===== src/rtl/core/jsi_pkg.sv =====
// Shared types, constants and codes of the joystick setpoint integrator.
`default_nettype none

package jsi_pkg;

  localparam int unsigned AXES          = 6;
  localparam int unsigned AXIS_W        = 16;
  localparam int unsigned GAIN_W        = 24;
  localparam int unsigned OUT_W         = 32;
  localparam int unsigned ACC_WIDTH_DEF = 32;
  localparam int unsigned AXIS_SHIFT    = 23;
  localparam int unsigned RATE_SHIFT    = 24;

  localparam int unsigned AXIS_IDX_W = 3;
  localparam int unsigned ENTRIES    = 2 * AXES;
  localparam int unsigned ADDR_W     = 4;
  localparam int unsigned CFG_IDX_W  = 2;
  localparam int unsigned CFG_DATA_W = GAIN_W;

  localparam int unsigned IN_TDATA_W  = AXES * AXIS_W;
  localparam int unsigned IN_TUSER_W  = 3;
  localparam int unsigned OUT_TDATA_W = AXES * OUT_W;
  localparam int unsigned OUT_TUSER_W = 4;

  localparam int unsigned BTN_MODE  = 0;
  localparam int unsigned BTN_RESET = 1;
  localparam int unsigned BTN_PAUSE = 2;

  localparam logic [AXIS_IDX_W-1:0] AXIS_Z    = 3'd2;
  localparam logic [AXIS_IDX_W-1:0] AXIS_LAST = 3'd5;

  localparam logic [GAIN_W-1:0] LIN_POS_RST = 24'd838861;
  localparam logic [GAIN_W-1:0] ANG_POS_RST = 24'd73201;
  localparam logic [GAIN_W-1:0] LIN_VEL_RST = 24'd167772;
  localparam logic [GAIN_W-1:0] ANG_VEL_RST = 24'd14640;

  typedef logic [GAIN_W-1:0]        gain_t;
  typedef logic signed [AXIS_W-1:0] axis_t;
  typedef logic [OUT_W-1:0]         pose_t;

  typedef enum logic [CFG_IDX_W-1:0] {
    REG_LIN_POS,
    REG_ANG_POS,
    REG_LIN_VEL,
    REG_ANG_VEL
  } cfg_reg_e;

  typedef enum logic [1:0] {
    EV_NONE,
    EV_PAUSE,
    EV_RESUME
  } pause_ev_e;

  typedef enum logic [2:0] {
    ST_IDLE,
    ST_RD,
    ST_VUPD,
    ST_MUL_LO,
    ST_MUL_HI,
    ST_PUPD,
    ST_DONE
  } state_e;

  typedef enum logic [2:0] {
    MS_NONE,
    MS_AXIS,
    MS_RATE,
    MS_LO,
    MS_HI,
    MS_POSE
  } mac_step_e;

  typedef struct packed {
    mac_step_e step;
    logic      vel;
    logic      neg;
  } mac_ctl_t;

endpackage

`default_nettype wire


===== src/rtl/core/jsi_ram.sv =====
// Generic single-port-write, single-port-read RAM with registered read data.
`default_nettype none

module jsi_ram #(
  parameter int unsigned WIDTH = jsi_pkg::ACC_WIDTH_DEF,
  parameter int unsigned DEPTH = jsi_pkg::ENTRIES,
  localparam int unsigned AW   = $clog2(DEPTH)
) (
  input  wire logic             clk_i,
  input  wire logic             we_i,
  input  wire logic [AW-1:0]    waddr_i,
  input  wire logic [WIDTH-1:0] wdata_i,
  input  wire logic             re_i,
  input  wire logic [AW-1:0]    raddr_i,
  output logic      [WIDTH-1:0] rdata_o
);

  logic [WIDTH-1:0] mem_q [DEPTH];
  logic [WIDTH-1:0] rdata_q;

  always_ff @(posedge clk_i) begin
    if (we_i) begin
      mem_q[waddr_i] <= wdata_i;
    end
    if (re_i) begin
      rdata_q <= mem_q[raddr_i];
    end
  end

  assign rdata_o = rdata_q;

endmodule

`default_nettype wire


===== src/rtl/core/jsi_mac.sv =====
// Shared multiplier, rounding and saturating accumulate datapath.
`default_nettype none

module jsi_mac #(
  parameter int unsigned ACC_WIDTH = jsi_pkg::ACC_WIDTH_DEF
) (
  input  wire logic                 clk_i,
  input  wire jsi_pkg::mac_ctl_t    ctl_i,
  input  wire jsi_pkg::axis_t       axis_i,
  input  wire jsi_pkg::gain_t       pos_gain_i,
  input  wire jsi_pkg::gain_t       vel_gain_i,
  input  wire logic [ACC_WIDTH-1:0] rdata_i,
  input  wire logic                 rvalid_i,
  output logic      [ACC_WIDTH-1:0] wdata_o,
  output jsi_pkg::pose_t            pose_o
);

  import jsi_pkg::*;

  localparam int unsigned SUM_W  = ACC_WIDTH + 2;
  localparam int unsigned NEG_W  = ACC_WIDTH + 1;
  localparam int unsigned HI_W   = NEG_W - RATE_SHIFT;
  localparam int unsigned MUL_W  = (HI_W > GAIN_W + 1) ? HI_W : GAIN_W + 1;
  localparam int unsigned PROD_W = 2 * MUL_W;
  localparam int unsigned EXT_W  = (ACC_WIDTH > OUT_W) ? ACC_WIDTH : OUT_W;

  localparam logic signed [PROD_W-1:0] HALF_AXIS = PROD_W'(64'd1 << (AXIS_SHIFT - 1));
  localparam logic signed [PROD_W-1:0] HALF_RATE = PROD_W'(64'd1 << (RATE_SHIFT - 1));

  function automatic logic [ACC_WIDTH-1:0] sat_acc(input logic signed [SUM_W-1:0] s);
    logic ovf;
    ovf = (s[SUM_W-1:ACC_WIDTH-1] != {(SUM_W - ACC_WIDTH + 1){s[SUM_W-1]}});
    if (!ovf) begin
      return s[ACC_WIDTH-1:0];
    end else if (s[SUM_W-1]) begin
      return {1'b1, {(ACC_WIDTH - 1){1'b0}}};
    end else begin
      return {1'b0, {(ACC_WIDTH - 1){1'b1}}};
    end
  endfunction

  logic signed [MUL_W-1:0]    mul_a;
  logic signed [MUL_W-1:0]    mul_b;
  logic signed [PROD_W-1:0]   prod_q;
  logic signed [AXIS_W:0]     ax_ext;
  logic signed [AXIS_W:0]     ax_op;
  gain_t                      gain_sel;
  logic signed [PROD_W-1:0]   axis_sh;
  logic signed [PROD_W-1:0]   lo_sh;
  logic signed [SUM_W-1:0]    axis_term;
  logic        [GAIN_W:0]     lo_term_q;
  logic signed [ACC_WIDTH-1:0] acc_in;
  logic signed [SUM_W-1:0]    acc_ext;
  logic        [ACC_WIDTH-1:0] rate_new;
  logic signed [NEG_W-1:0]    rate_ext;
  logic signed [NEG_W-1:0]    rneg_d;
  logic signed [NEG_W-1:0]    rneg_q;
  logic signed [SUM_W-1:0]    hi_term;
  logic signed [SUM_W-1:0]    delta;
  logic        [ACC_WIDTH-1:0] pose_new;
  logic signed [EXT_W-1:0]    pose_ext;
  logic                       pose_ovf;

  assign ax_ext   = (AXIS_W + 1)'(axis_i);
  assign ax_op    = ctl_i.neg ? -ax_ext : ax_ext;
  assign gain_sel = (ctl_i.step == MS_AXIS && ctl_i.vel) ? vel_gain_i : pos_gain_i;
  assign mul_b    = MUL_W'(gain_sel);

  always_comb begin
    case (ctl_i.step)
      MS_AXIS: mul_a = MUL_W'(ax_op);
      MS_LO:   mul_a = MUL_W'(rneg_q[RATE_SHIFT-1:0]);
      MS_HI:   mul_a = MUL_W'($signed(rneg_q[NEG_W-1:RATE_SHIFT]));
      default: mul_a = '0;
    endcase
  end

  always_ff @(posedge clk_i) begin
    prod_q <= mul_a * mul_b;
    if (ctl_i.step == MS_RATE) begin
      rneg_q <= rneg_d;
    end
    if (ctl_i.step == MS_HI) begin
      lo_term_q <= lo_sh[GAIN_W:0];
    end
  end

  assign axis_sh   = (prod_q + HALF_AXIS) >>> AXIS_SHIFT;
  assign lo_sh     = (prod_q + HALF_RATE) >>> RATE_SHIFT;
  assign axis_term = axis_sh[SUM_W-1:0];

  assign acc_in  = rvalid_i ? rdata_i : '0;
  assign acc_ext = SUM_W'(acc_in);

  assign rate_new = sat_acc(acc_ext + axis_term);
  assign rate_ext = NEG_W'($signed(rate_new));
  assign rneg_d   = ctl_i.neg ? -rate_ext : rate_ext;

  assign hi_term  = prod_q[SUM_W-1:0];
  assign delta    = ctl_i.vel ? hi_term + SUM_W'(lo_term_q) : axis_term;
  assign pose_new = sat_acc(acc_ext + delta);

  assign wdata_o = (ctl_i.step == MS_RATE) ? rate_new : pose_new;

  assign pose_ext = EXT_W'($signed(pose_new));
  assign pose_ovf = (pose_ext[EXT_W-1:OUT_W-1] != {(EXT_W - OUT_W + 1){pose_ext[EXT_W-1]}});

  always_comb begin
    if (!pose_ovf) begin
      pose_o = pose_ext[OUT_W-1:0];
    end else if (pose_ext[EXT_W-1]) begin
      pose_o = {1'b1, {(OUT_W - 1){1'b0}}};
    end else begin
      pose_o = {1'b0, {(OUT_W - 1){1'b1}}};
    end
  end

endmodule

`default_nettype wire


===== src/rtl/core/jsi_ctrl.sv =====
// Sequencer, button logic, gain registers and stream handshakes.
`default_nettype none

module jsi_ctrl (
  input  wire logic                                clk_i,
  input  wire logic                                rst_ni,
  input  wire logic                                s_tvalid_i,
  output logic                                     s_tready_o,
  input  wire logic [jsi_pkg::IN_TDATA_W-1:0]      s_tdata_i,
  input  wire logic [jsi_pkg::IN_TUSER_W-1:0]      s_tuser_i,
  output logic                                     m_tvalid_o,
  input  wire logic                                m_tready_i,
  output logic      [jsi_pkg::OUT_TDATA_W-1:0]     m_tdata_o,
  output logic      [jsi_pkg::OUT_TUSER_W-1:0]     m_tuser_o,
  input  wire logic                                cfg_we_i,
  input  wire logic [jsi_pkg::CFG_IDX_W-1:0]       cfg_idx_i,
  input  wire logic [jsi_pkg::CFG_DATA_W-1:0]      cfg_wdata_i,
  output jsi_pkg::mac_ctl_t                        mac_ctl_o,
  output jsi_pkg::axis_t                           axis_o,
  output jsi_pkg::gain_t                           pos_gain_o,
  output jsi_pkg::gain_t                           vel_gain_o,
  output logic                                     rvalid_o,
  input  wire jsi_pkg::pose_t                      pose_i,
  output logic                                     ram_we_o,
  output logic      [jsi_pkg::ADDR_W-1:0]          ram_waddr_o,
  output logic                                     ram_re_o,
  output logic      [jsi_pkg::ADDR_W-1:0]          ram_raddr_o
);

  import jsi_pkg::*;

  state_e                        state_q, state_d;
  logic [AXIS_IDX_W-1:0]         axis_q, axis_d;
  logic [AXES-1:0][AXIS_W-1:0]   in_axes_q;
  logic [IN_TUSER_W-1:0]         in_btn_q;
  gain_t                         lin_pos_q, ang_pos_q, lin_vel_q, ang_vel_q;
  logic                          mode_q, phase_q, prev_mode_q, prev_reset_q, prev_pause_q;
  logic                          paused_q;
  logic [ENTRIES-1:0]            valid_q;
  logic                          rvalid_q;
  pose_t                         stage_q [AXES];
  logic [AXES-1:0][OUT_W-1:0]    out_pose_q;
  logic                          out_valid_q, out_mode_q, out_paused_q;
  pause_ev_e                     out_event_q;
  logic                          out_free, commit, accept;
  logic                          reset_rel, pause_rel, mode_rel;
  pause_ev_e                     event_d;
  logic [ADDR_W-1:0]             pose_addr, rate_addr;
  logic                          lin_axis;

  assign out_free  = !out_valid_q || m_tready_i;
  assign commit    = (state_q == ST_DONE) && out_free;
  assign accept    = s_tvalid_i && s_tready_o;
  assign reset_rel = !in_btn_q[BTN_RESET] && prev_reset_q;
  assign pause_rel = !in_btn_q[BTN_PAUSE] && prev_pause_q;
  assign mode_rel  = !in_btn_q[BTN_MODE] && prev_mode_q;
  assign event_d   = !pause_rel ? EV_NONE : (paused_q ? EV_RESUME : EV_PAUSE);
  assign pose_addr = ADDR_W'(axis_q);
  assign rate_addr = ADDR_W'(axis_q) + ADDR_W'(AXES);
  assign lin_axis  = (axis_q <= AXIS_Z);

  always_comb begin
    state_d = state_q;
    unique case (state_q)
      ST_IDLE:   if (s_tvalid_i) state_d = ST_RD;
      ST_RD:     state_d = mode_q ? ST_VUPD : ST_PUPD;
      ST_VUPD:   state_d = ST_MUL_LO;
      ST_MUL_LO: state_d = ST_MUL_HI;
      ST_MUL_HI: state_d = ST_PUPD;
      ST_PUPD:   state_d = (axis_q == AXIS_LAST) ? ST_DONE : ST_RD;
      ST_DONE:   if (out_free) state_d = ST_IDLE;
      default:   state_d = ST_IDLE;
    endcase
  end

  always_comb begin
    s_tready_o     = 1'b0;
    axis_d         = axis_q;
    mac_ctl_o.step = MS_NONE;
    mac_ctl_o.vel  = mode_q;
    mac_ctl_o.neg  = (axis_q == AXIS_Z) && ((state_q == ST_VUPD) || !mode_q);
    ram_we_o       = 1'b0;
    ram_waddr_o    = pose_addr;
    ram_re_o       = 1'b0;
    ram_raddr_o    = pose_addr;
    unique case (state_q)
      ST_IDLE: begin
        s_tready_o = 1'b1;
        axis_d     = '0;
      end
      ST_RD: begin
        mac_ctl_o.step = MS_AXIS;
        ram_re_o       = 1'b1;
        ram_raddr_o    = mode_q ? rate_addr : pose_addr;
      end
      ST_VUPD: begin
        mac_ctl_o.step = MS_RATE;
        ram_we_o       = 1'b1;
        ram_waddr_o    = rate_addr;
        ram_re_o       = 1'b1;
      end
      ST_MUL_LO: begin
        mac_ctl_o.step = MS_LO;
      end
      ST_MUL_HI: begin
        mac_ctl_o.step = MS_HI;
      end
      ST_PUPD: begin
        mac_ctl_o.step = MS_POSE;
        ram_we_o       = 1'b1;
        axis_d         = axis_q + AXIS_IDX_W'(1);
      end
      ST_DONE: begin
        mac_ctl_o.step = MS_NONE;
      end
      default: begin
        mac_ctl_o.step = MS_NONE;
      end
    endcase
  end

  assign axis_o     = in_axes_q[axis_q];
  assign pos_gain_o = lin_axis ? lin_pos_q : ang_pos_q;
  assign vel_gain_o = lin_axis ? lin_vel_q : ang_vel_q;
  assign rvalid_o   = rvalid_q;

  always_ff @(posedge clk_i or negedge rst_ni) begin
    if (!rst_ni) begin
      state_q      <= ST_IDLE;
      axis_q       <= '0;
      lin_pos_q    <= LIN_POS_RST;
      ang_pos_q    <= ANG_POS_RST;
      lin_vel_q    <= LIN_VEL_RST;
      ang_vel_q    <= ANG_VEL_RST;
      mode_q       <= 1'b0;
      phase_q      <= 1'b1;
      prev_mode_q  <= 1'b1;
      prev_reset_q <= 1'b1;
      prev_pause_q <= 1'b0;
      paused_q     <= 1'b1;
      valid_q      <= '0;
      rvalid_q     <= 1'b0;
      out_valid_q  <= 1'b0;
      out_mode_q   <= 1'b0;
      out_paused_q <= 1'b0;
      out_event_q  <= EV_NONE;
    end else begin
      state_q <= state_d;
      axis_q  <= axis_d;
      if (cfg_we_i) begin
        unique case (cfg_reg_e'(cfg_idx_i))
          REG_LIN_POS: lin_pos_q <= cfg_wdata_i;
          REG_ANG_POS: ang_pos_q <= cfg_wdata_i;
          REG_LIN_VEL: lin_vel_q <= cfg_wdata_i;
          REG_ANG_VEL: ang_vel_q <= cfg_wdata_i;
          default:     lin_pos_q <= lin_pos_q;
        endcase
      end
      if (ram_re_o) begin
        rvalid_q <= valid_q[ram_raddr_o];
      end
      if (ram_we_o) begin
        valid_q[ram_waddr_o] <= 1'b1;
      end
      if (commit) begin
        if (reset_rel) begin
          valid_q <= '0;
        end
        if (pause_rel) begin
          paused_q <= !paused_q;
        end
        if (mode_rel) begin
          phase_q <= !phase_q;
          mode_q  <= !phase_q;
        end
        prev_mode_q  <= in_btn_q[BTN_MODE];
        prev_reset_q <= in_btn_q[BTN_RESET];
        prev_pause_q <= in_btn_q[BTN_PAUSE];
        out_valid_q  <= 1'b1;
        out_mode_q   <= mode_rel ? !phase_q : mode_q;
        out_paused_q <= pause_rel ? !paused_q : paused_q;
        out_event_q  <= event_d;
      end else if (m_tready_i) begin
        out_valid_q <= 1'b0;
      end
    end
  end

  always_ff @(posedge clk_i) begin
    if (accept) begin
      in_axes_q <= s_tdata_i;
      in_btn_q  <= s_tuser_i;
    end
    if (state_q == ST_PUPD) begin
      stage_q[axis_q] <= pose_i;
    end
    if (commit) begin
      for (int i = 0; i < AXES; i++) begin
        out_pose_q[i] <= reset_rel ? '0 : stage_q[i];
      end
    end
  end

  assign m_tvalid_o = out_valid_q;
  assign m_tdata_o  = out_pose_q;
  assign m_tuser_o  = {out_event_q, out_paused_q, out_mode_q};

  a_idle_no_write: assert property (@(posedge clk_i) disable iff (!rst_ni)
    (state_q == ST_IDLE) |-> !ram_we_o)
    else $error("Accumulator memory written while no sample is in work.");

  a_no_same_entry: assert property (@(posedge clk_i) disable iff (!rst_ni)
    (ram_we_o && ram_re_o) |-> (ram_waddr_o != ram_raddr_o))
    else $error("Read and write of the same accumulator entry in one cycle.");

  a_accept_start: assert property (@(posedge clk_i) disable iff (!rst_ni)
    accept |=> (state_q == ST_RD && axis_q == '0))
    else $error("Accepted beat did not start at the first axis.");

  a_commit_out: assert property (@(posedge clk_i) disable iff (!rst_ni)
    commit |=> out_valid_q)
    else $error("Finished sample did not reach the output register.");

  a_reset_clears: assert property (@(posedge clk_i) disable iff (!rst_ni)
    (commit && reset_rel) |=> (valid_q == '0))
    else $error("Reset button release left accumulator entries valid.");

endmodule

`default_nettype wire


===== src/rtl/core/joystick_setpoint_integrator.sv =====
// Top level of the joystick setpoint integrator.
//
//   Channel  Direction  Signals                    Contents
//   s_*      in         tvalid tready tdata tuser  one joystick sample per beat
//   m_*      out        tvalid tready tdata tuser  pose and status per sample
//   cfg_*    in         we idx wdata               gain register writes
//
// Each axis of a sample passes the read and pose update steps in position mode,
// and also rate update, low and high multiply steps in velocity mode, through
// the single shared multiplier and one-read, one-write accumulator memory.
// Reset clears the accumulators at once through per-entry valid bits.
// A result waits in the output register; the next beat is taken meanwhile,
// and the sequencer holds in its last step only while that register is full.
`default_nettype none

module joystick_setpoint_integrator #(
  parameter int unsigned ACC_WIDTH = jsi_pkg::ACC_WIDTH_DEF
) (
  input  wire logic                             clk_i,
  input  wire logic                             rst_ni,
  input  wire logic                             s_tvalid_i,
  output logic                                  s_tready_o,
  // axis_x, axis_y, axis_z, axis_roll, axis_pitch, axis_yaw (16 bits each).
  input  wire logic [jsi_pkg::IN_TDATA_W-1:0]   s_tdata_i,
  // btn_mode, btn_reset, btn_pause.
  input  wire logic [jsi_pkg::IN_TUSER_W-1:0]   s_tuser_i,
  output logic                                  m_tvalid_o,
  input  wire logic                             m_tready_i,
  // pos_x, pos_y, pos_z, att_roll, att_pitch, att_yaw (32 bits each).
  output logic      [jsi_pkg::OUT_TDATA_W-1:0]  m_tdata_o,
  // motion_mode_out, paused_out, pause_event (2 bits).
  output logic      [jsi_pkg::OUT_TUSER_W-1:0]  m_tuser_o,
  input  wire logic                             cfg_we_i,
  input  wire logic [jsi_pkg::CFG_IDX_W-1:0]    cfg_idx_i,
  input  wire logic [jsi_pkg::CFG_DATA_W-1:0]   cfg_wdata_i
);

  import jsi_pkg::*;

  mac_ctl_t               mac_ctl;
  axis_t                  axis;
  gain_t                  pos_gain, vel_gain;
  logic                   rvalid;
  pose_t                  pose;
  logic                   ram_we, ram_re;
  logic [ADDR_W-1:0]      ram_waddr, ram_raddr;
  logic [ACC_WIDTH-1:0]   ram_wdata, ram_rdata;

  jsi_ctrl u_ctrl (
    .clk_i       (clk_i),
    .rst_ni      (rst_ni),
    .s_tvalid_i  (s_tvalid_i),
    .s_tready_o  (s_tready_o),
    .s_tdata_i   (s_tdata_i),
    .s_tuser_i   (s_tuser_i),
    .m_tvalid_o  (m_tvalid_o),
    .m_tready_i  (m_tready_i),
    .m_tdata_o   (m_tdata_o),
    .m_tuser_o   (m_tuser_o),
    .cfg_we_i    (cfg_we_i),
    .cfg_idx_i   (cfg_idx_i),
    .cfg_wdata_i (cfg_wdata_i),
    .mac_ctl_o   (mac_ctl),
    .axis_o      (axis),
    .pos_gain_o  (pos_gain),
    .vel_gain_o  (vel_gain),
    .rvalid_o    (rvalid),
    .pose_i      (pose),
    .ram_we_o    (ram_we),
    .ram_waddr_o (ram_waddr),
    .ram_re_o    (ram_re),
    .ram_raddr_o (ram_raddr)
  );

  jsi_mac #(
    .ACC_WIDTH (ACC_WIDTH)
  ) u_mac (
    .clk_i      (clk_i),
    .ctl_i      (mac_ctl),
    .axis_i     (axis),
    .pos_gain_i (pos_gain),
    .vel_gain_i (vel_gain),
    .rdata_i    (ram_rdata),
    .rvalid_i   (rvalid),
    .wdata_o    (ram_wdata),
    .pose_o     (pose)
  );

  jsi_ram #(
    .WIDTH (ACC_WIDTH),
    .DEPTH (ENTRIES)
  ) u_acc_ram (
    .clk_i   (clk_i),
    .we_i    (ram_we),
    .waddr_i (ram_waddr),
    .wdata_i (ram_wdata),
    .re_i    (ram_re),
    .raddr_i (ram_raddr),
    .rdata_o (ram_rdata)
  );

endmodule

`default_nettype wire

===== config.mk =====
export PLATFORM = sky130hd
export DESIGN_NAME = joystick_setpoint_integrator
export DESIGN_NICKNAME = d
export VERILOG_FILES = /design/src/rtl/core/jsi_pkg.sv /design/src/rtl/core/jsi_ram.sv /design/src/rtl/core/jsi_mac.sv /design/src/rtl/core/jsi_ctrl.sv /design/src/rtl/core/joystick_setpoint_integrator.sv
export SDC_FILE = /design/constraint.sdc
export NUM_CORES = 2
export LEC_CHECK = 0
export BUFFER_PORTS_ARGS = -buffer_cell sky130_fd_sc_hd__buf_2
export CORE_MARGIN = 3
export CORE_UTILIZATION = 38
export CTS_BUF_LIST = sky130_fd_sc_hd__clkbuf_4 sky130_fd_sc_hd__clkbuf_8
export DETAILED_ROUTE_END_ITERATION = 16
export GPL_TIMING_DRIVEN = 0
export HOLD_SLACK_MARGIN = 0.06
export PLACE_DENSITY = 0.51
export SKIP_CTS_REPAIR_TIMING = 1
export SLEW_MARGIN = 0
export SYNTH_ARGS = -nofsm -noshare
export SYNTH_HDL_FRONTEND = slang
export SYNTH_SLANG_ARGS = --single-unit

===== constraint.sdc =====
create_clock -name clk_i -period 12.03 [get_ports clk_i]
set_input_delay 1.203 -clock clk_i [delete_from_list [all_inputs] [get_ports clk_i]]
set_output_delay 1.203 -clock clk_i [all_outputs]
set_load 0.05 [all_outputs]

==> impl_results.rst <==
.. list-table::
   :header-rows: 1

   * - Metric
     - Value
   * - Outcome
     - completed
   * - Share of the yosys chip area belonging to registers
     - 45.9%
   * - # nets final
     - 7553
   * - Most frequent cell after synthesis
     - sky130_fd_sc_hd__edfxtp_1
   * - CP Launch Type
     - register
   * - Endpoint kind of the worst setup timing path
     - register
   * - Reg-to-reg slack, setup
     - 0.41 ns
   * - Number of top-level design ports
     - 328
   * - Area share of the largest cell type after synthesis
     - 40.1%
   * - Htree depth
     - 4
   * - Count of warnings emitted by yosys
     - 0
   * - Count of unresolved DRC violations after routing
     - 0
   * - Number of enable flip-flop cells after synthesis
     - 957
   * - Horizontal die dimension
     - 440 microns
   * - Post-synthesis instance area
     - 71700 sq um
   * - Launch instance of the worst register-to-register path
     - u_ctrl.state_q[1]$_DFFE_PN0P_
   * - Root buffer cell
     - sky130_fd_sc_hd__clkbuf_8
   * - Period minus WS final
     - 11.62 ns
   * - Syn Inst Count
     - 5946
   * - Largest stage delay, worst path
     - 0.96 ns
   * - Clock-pin slew of the registers on the worst-case setup and hold paths
     - 0.07 ns
   * - Setup CP Type
     - register to register
   * - Cell types with the highest counts after synthesis
     - sky130_fd_sc_hd__edfxtp_1 (957), sky130_fd_sc_hd__inv_1 (738), sky130_fd_sc_hd__fa_1 (636), sky130_fd_sc_hd__nor2_1 (566), sky130_fd_sc_hd__nand2_1 (448)
   * - Routability Congestion
     - 0.977
   * - Number of distinct standard cells referenced by the synthesized netlist
     - 97
   * - Leftover overflow at the end of global routing
     - 0
   * - Overall die area
     - 194000 sq um
   * - Core region area
     - 186000 sq um
   * - Max Cap Violations
     - 0
   * - Seq cells post-synth
     - 1132
   * - Worst reg2reg path depth
     - 30
   * - Pre-Repair DR Iteration Count
     - 6
   * - Fin. max-slew vios
     - 0
   * - Max Clk Rate
     - 0.0860 GHz
   * - Number of buffers added by the clock tree synthesis step
     - 190
   * - Worst max-slew margin expressed relative to the limit
     - 4.12%
   * - Drt wl/cell
     - 25.7 microns
   * - Number of endpoints failing setup at the final stage
     - 0
   * - Avg Synthesized Cell Area
     - 12.1 sq um
   * - Max Fanout on Critical Path
     - 10
   * - Worst path slowest cell
     - sky130_fd_sc_hd__clkbuf_1
   * - Maximum clock path buffer count
     - 3
   * - Total of buffers placed on input and output ports
     - 327
   * - Data arrival time of the critical path
     - 12.43 ns
   * - Flip-flop cell with the highest count after synthesis
     - sky130_fd_sc_hd__edfxtp_1
   * - Cell type with the largest total area after synthesis
     - sky130_fd_sc_hd__edfxtp_1
   * - Final core utilization
     - 43.8%
   * - Synth-to-Final Area Change
     - 13.9%
   * - Wire length of the first global-routing pass
     - 341000 microns
   * - Worst skew pair latency
     - 0.92 ns
   * - Antenna violations before repair
     - 14
   * - Pin count of the biggest net entering global routing
     - 120
   * - Pin slew with the least headroom to its limit
     - 1.44 ns
   * - Number of cell rows
     - 158
   * - Vias in the first global route
     - 49000
   * - Clock skew after layout
     - 0.0816 ns
   * - Sink count of the clock tree
     - 1132
   * - Initial core utilization
     - 38.5%
   * - Async set-reset flop share out of synthesis
     - 11.0%
   * - Top cells by area in the synthesized netlist
     - sky130_fd_sc_hd__edfxtp_1 (40%), sky130_fd_sc_hd__fa_1 (18%), sky130_fd_sc_hd__ha_1 (4.3%), sky130_fd_sc_hd__inv_1 (3.9%), sky130_fd_sc_hd__mux4_2 (3.8%)
   * - Floorplan die height
     - 440 microns
   * - Vias
     - 48700
   * - HPWL Detailed
     - 186000 microns
   * - Capture point of the worst reg-to-reg path
     - u_mac.prod_q[48]$_DFF_P_
   * - All-layer global routing usage
     - 24.3%
   * - Post-synthesis net count
     - 6959
   * - Via density per instance
     - 5.31
   * - Required time of the critical path
     - 12.83 ns
   * - Routed Wire Length
     - 236000 microns
   * - DRT antenna net count
     - 0
   * - TritonCTS clock tree
     - yes
   * - Share of cells above drive strength 1
     - 17.7%
   * - Worst hold-check path type
     - input pin to async pin
   * - Most frequent cell on the critical path
     - sky130_fd_sc_hd__fa_1
   * - Post-route clock period utilization
     - 96.6%
   * - Final hold violation count
     - 0
   * - DRT iter0 DRCs
     - 4469
==> metrics by stage <==
| step | cells | hold WS (ns) | setup TNS [ns] | setup slack [ns] | cell area [sq um] |
|---|---|---|---|---|---|
| floorplan | 5946 | 0.432 | 0 | 1.62 | 71700 |
| global placement | 8753 | 0.446 | -49.59 | -2.93 | 76500 |
| detailed placement | 8811 | 0.450 | -20.20 | -2.02 | 77400 |
| CTS | 9157 | 0.0799 | -21.71 | -2.10 | 81300 |
| global route | 9175 | 0.146 | -0.0167 | -0.0167 | 81700 |
| finish | 9186 | 0.210 | 0 | 0.407 | 81700 |
==> cell usage in the layout (no fill, tap or decap), types with 15 or more instances in the layout <==
master,synthesis,routed
sky130_fd_sc_hd__nand4_1,35,35
sky130_fd_sc_hd__a21oi_1,208,207
sky130_fd_sc_hd__ha_1,247,247
sky130_fd_sc_hd__dfxtp_1,50,50
sky130_fd_sc_hd__a22oi_1,27,22
sky130_fd_sc_hd__and3_1,28,22
sky130_fd_sc_hd__nor2_1,566,560
sky130_fd_sc_hd__dfrtp_1,84,84
sky130_fd_sc_hd__fa_1,636,636
sky130_fd_sc_hd__o21a_1,43,43
sky130_fd_sc_hd__buf_2,28,354
sky130_fd_sc_hd__clkbuf_1,211,176
sky130_fd_sc_hd__buf_4,10,26
sky130_fd_sc_hd__mux4_2,122,122
sky130_fd_sc_hd__and2_1,266,265
sky130_fd_sc_hd__clkinv_1,4,44
sky130_fd_sc_hd__mux2_2,123,123
sky130_fd_sc_hd__o21ai_0,162,156
sky130_fd_sc_hd__mux2i_1,43,43
sky130_fd_sc_hd__nand3_1,72,72
sky130_fd_sc_hd__dfstp_2,41,41
sky130_fd_sc_hd__clkbuf_2,1,35
sky130_fd_sc_hd__o21bai_1,22,21
sky130_fd_sc_hd__edfxtp_1,957,957
sky130_fd_sc_hd__nor4_1,15,15
sky130_fd_sc_hd__buf_6,0,33
sky130_fd_sc_hd__xor2_1,88,88
sky130_fd_sc_hd__a21o_1,55,53
sky130_fd_sc_hd__clkinv_2,0,20
sky130_fd_sc_hd__nand2b_1,105,105
sky130_fd_sc_hd__xnor2_1,116,116
sky130_fd_sc_hd__nor2b_1,40,38
sky130_fd_sc_hd__inv_1,738,737
sky130_fd_sc_hd__nor3_1,59,50
sky130_fd_sc_hd__or2_2,17,17
sky130_fd_sc_hd__clkbuf_4,0,69
sky130_fd_sc_hd__clkbuf_8,0,201
sky130_fd_sc_hd__nand2_1,448,445
sky130_fd_sc_hd__a211oi_1,31,31
==> layout make-up <==
cell class / instances / area, sq um
Inverter: 743 / 2800
Clock buffer: 266 / 3250
Sequential cell: 1132 / 32900
Antenna cell: 12 / 30.0
Timing Repair Buffer: 403 / 2680
Multi-Input combinational cell: 3806 / 35200
Fill cell: 17500 / 105000
Tap cell: 2480 / 3100
Clock inverter: 80 / 591
Buffer: 264 / 1120
==> cells by family (layout without fill, tap and decap cells) <==
family	count (synthesis)	in the layout	share of synthesized area, %
and+or+nand+nor	1710	1710	11.4
DFF	1132	1132	45.9
buffers and inverters	1008	1756	5.38
adders and majority gates	883	883	22.1
AOI/OAI and AO/OA	721	721	6.46
muxes	288	288	6.36
xor gates and xnor gates	204	204	2.49
other	0	12	0
==> flip-flops by register name (all words and copies together) (netlist names), 25 cells and up <==
register / cells
m_tdata_o: 192
u_acc_ram.mem_q: 384
u_acc_ram.rdata_o: 32
u_ctrl.in_axes_q: 96
u_ctrl.stage_q: 192
u_mac.lo_term_q: 25
u_mac.prod_q: 50
u_mac.rneg_q: 33
==> critical path: cells and delay by family (launching register included) <==
family          cells  cell delay (ns)
simple gates        8             1.93
flops               1             0.33
fa+ha+maj           8             3.96
mux                 1             0.67
buf+inv             7             2.68
xor+xnor            1             0.19
compound gates      5             1.69
==> per-layer routing <==
layer  track usage (%)  wire length (microns)
met3              4.94                  20100
met5                 0                     52
met1              36.1                 107000
met2              36.5                 104000
met4              5.71                   5510
==> worst max-delay path by stage <==
| stage | start | endpoint | cells past startpoint |
|---|---|---|---|
| floorplan | u_ctrl.state_q[1]$_DFFE_PN0P_ | u_mac.prod_q[48]$_DFF_P_ | 29 |
| global placement | u_ctrl.axis_q[0]$_DFFE_PN0P_ | u_mac.prod_q[48]$_DFF_P_ | 35 |
| detailed placement | u_ctrl.axis_q[0]$_DFFE_PN0P_ | u_mac.prod_q[48]$_DFF_P_ | 36 |
| CTS | u_ctrl.axis_q[0]$_DFFE_PN0P_ | u_mac.prod_q[48]$_DFF_P_ | 36 |
| global route | u_ctrl.axis_q[0]$_DFFE_PN0P_ | u_mac.prod_q[48]$_DFF_P_ | 33 |
| finish | u_ctrl.state_q[1]$_DFFE_PN0P_ | u_mac.prod_q[48]$_DFF_P_ | 30 |
Power is not shown: default switching activity piles up to over one toggle a cycle in this logic, so the estimate is an artifact.
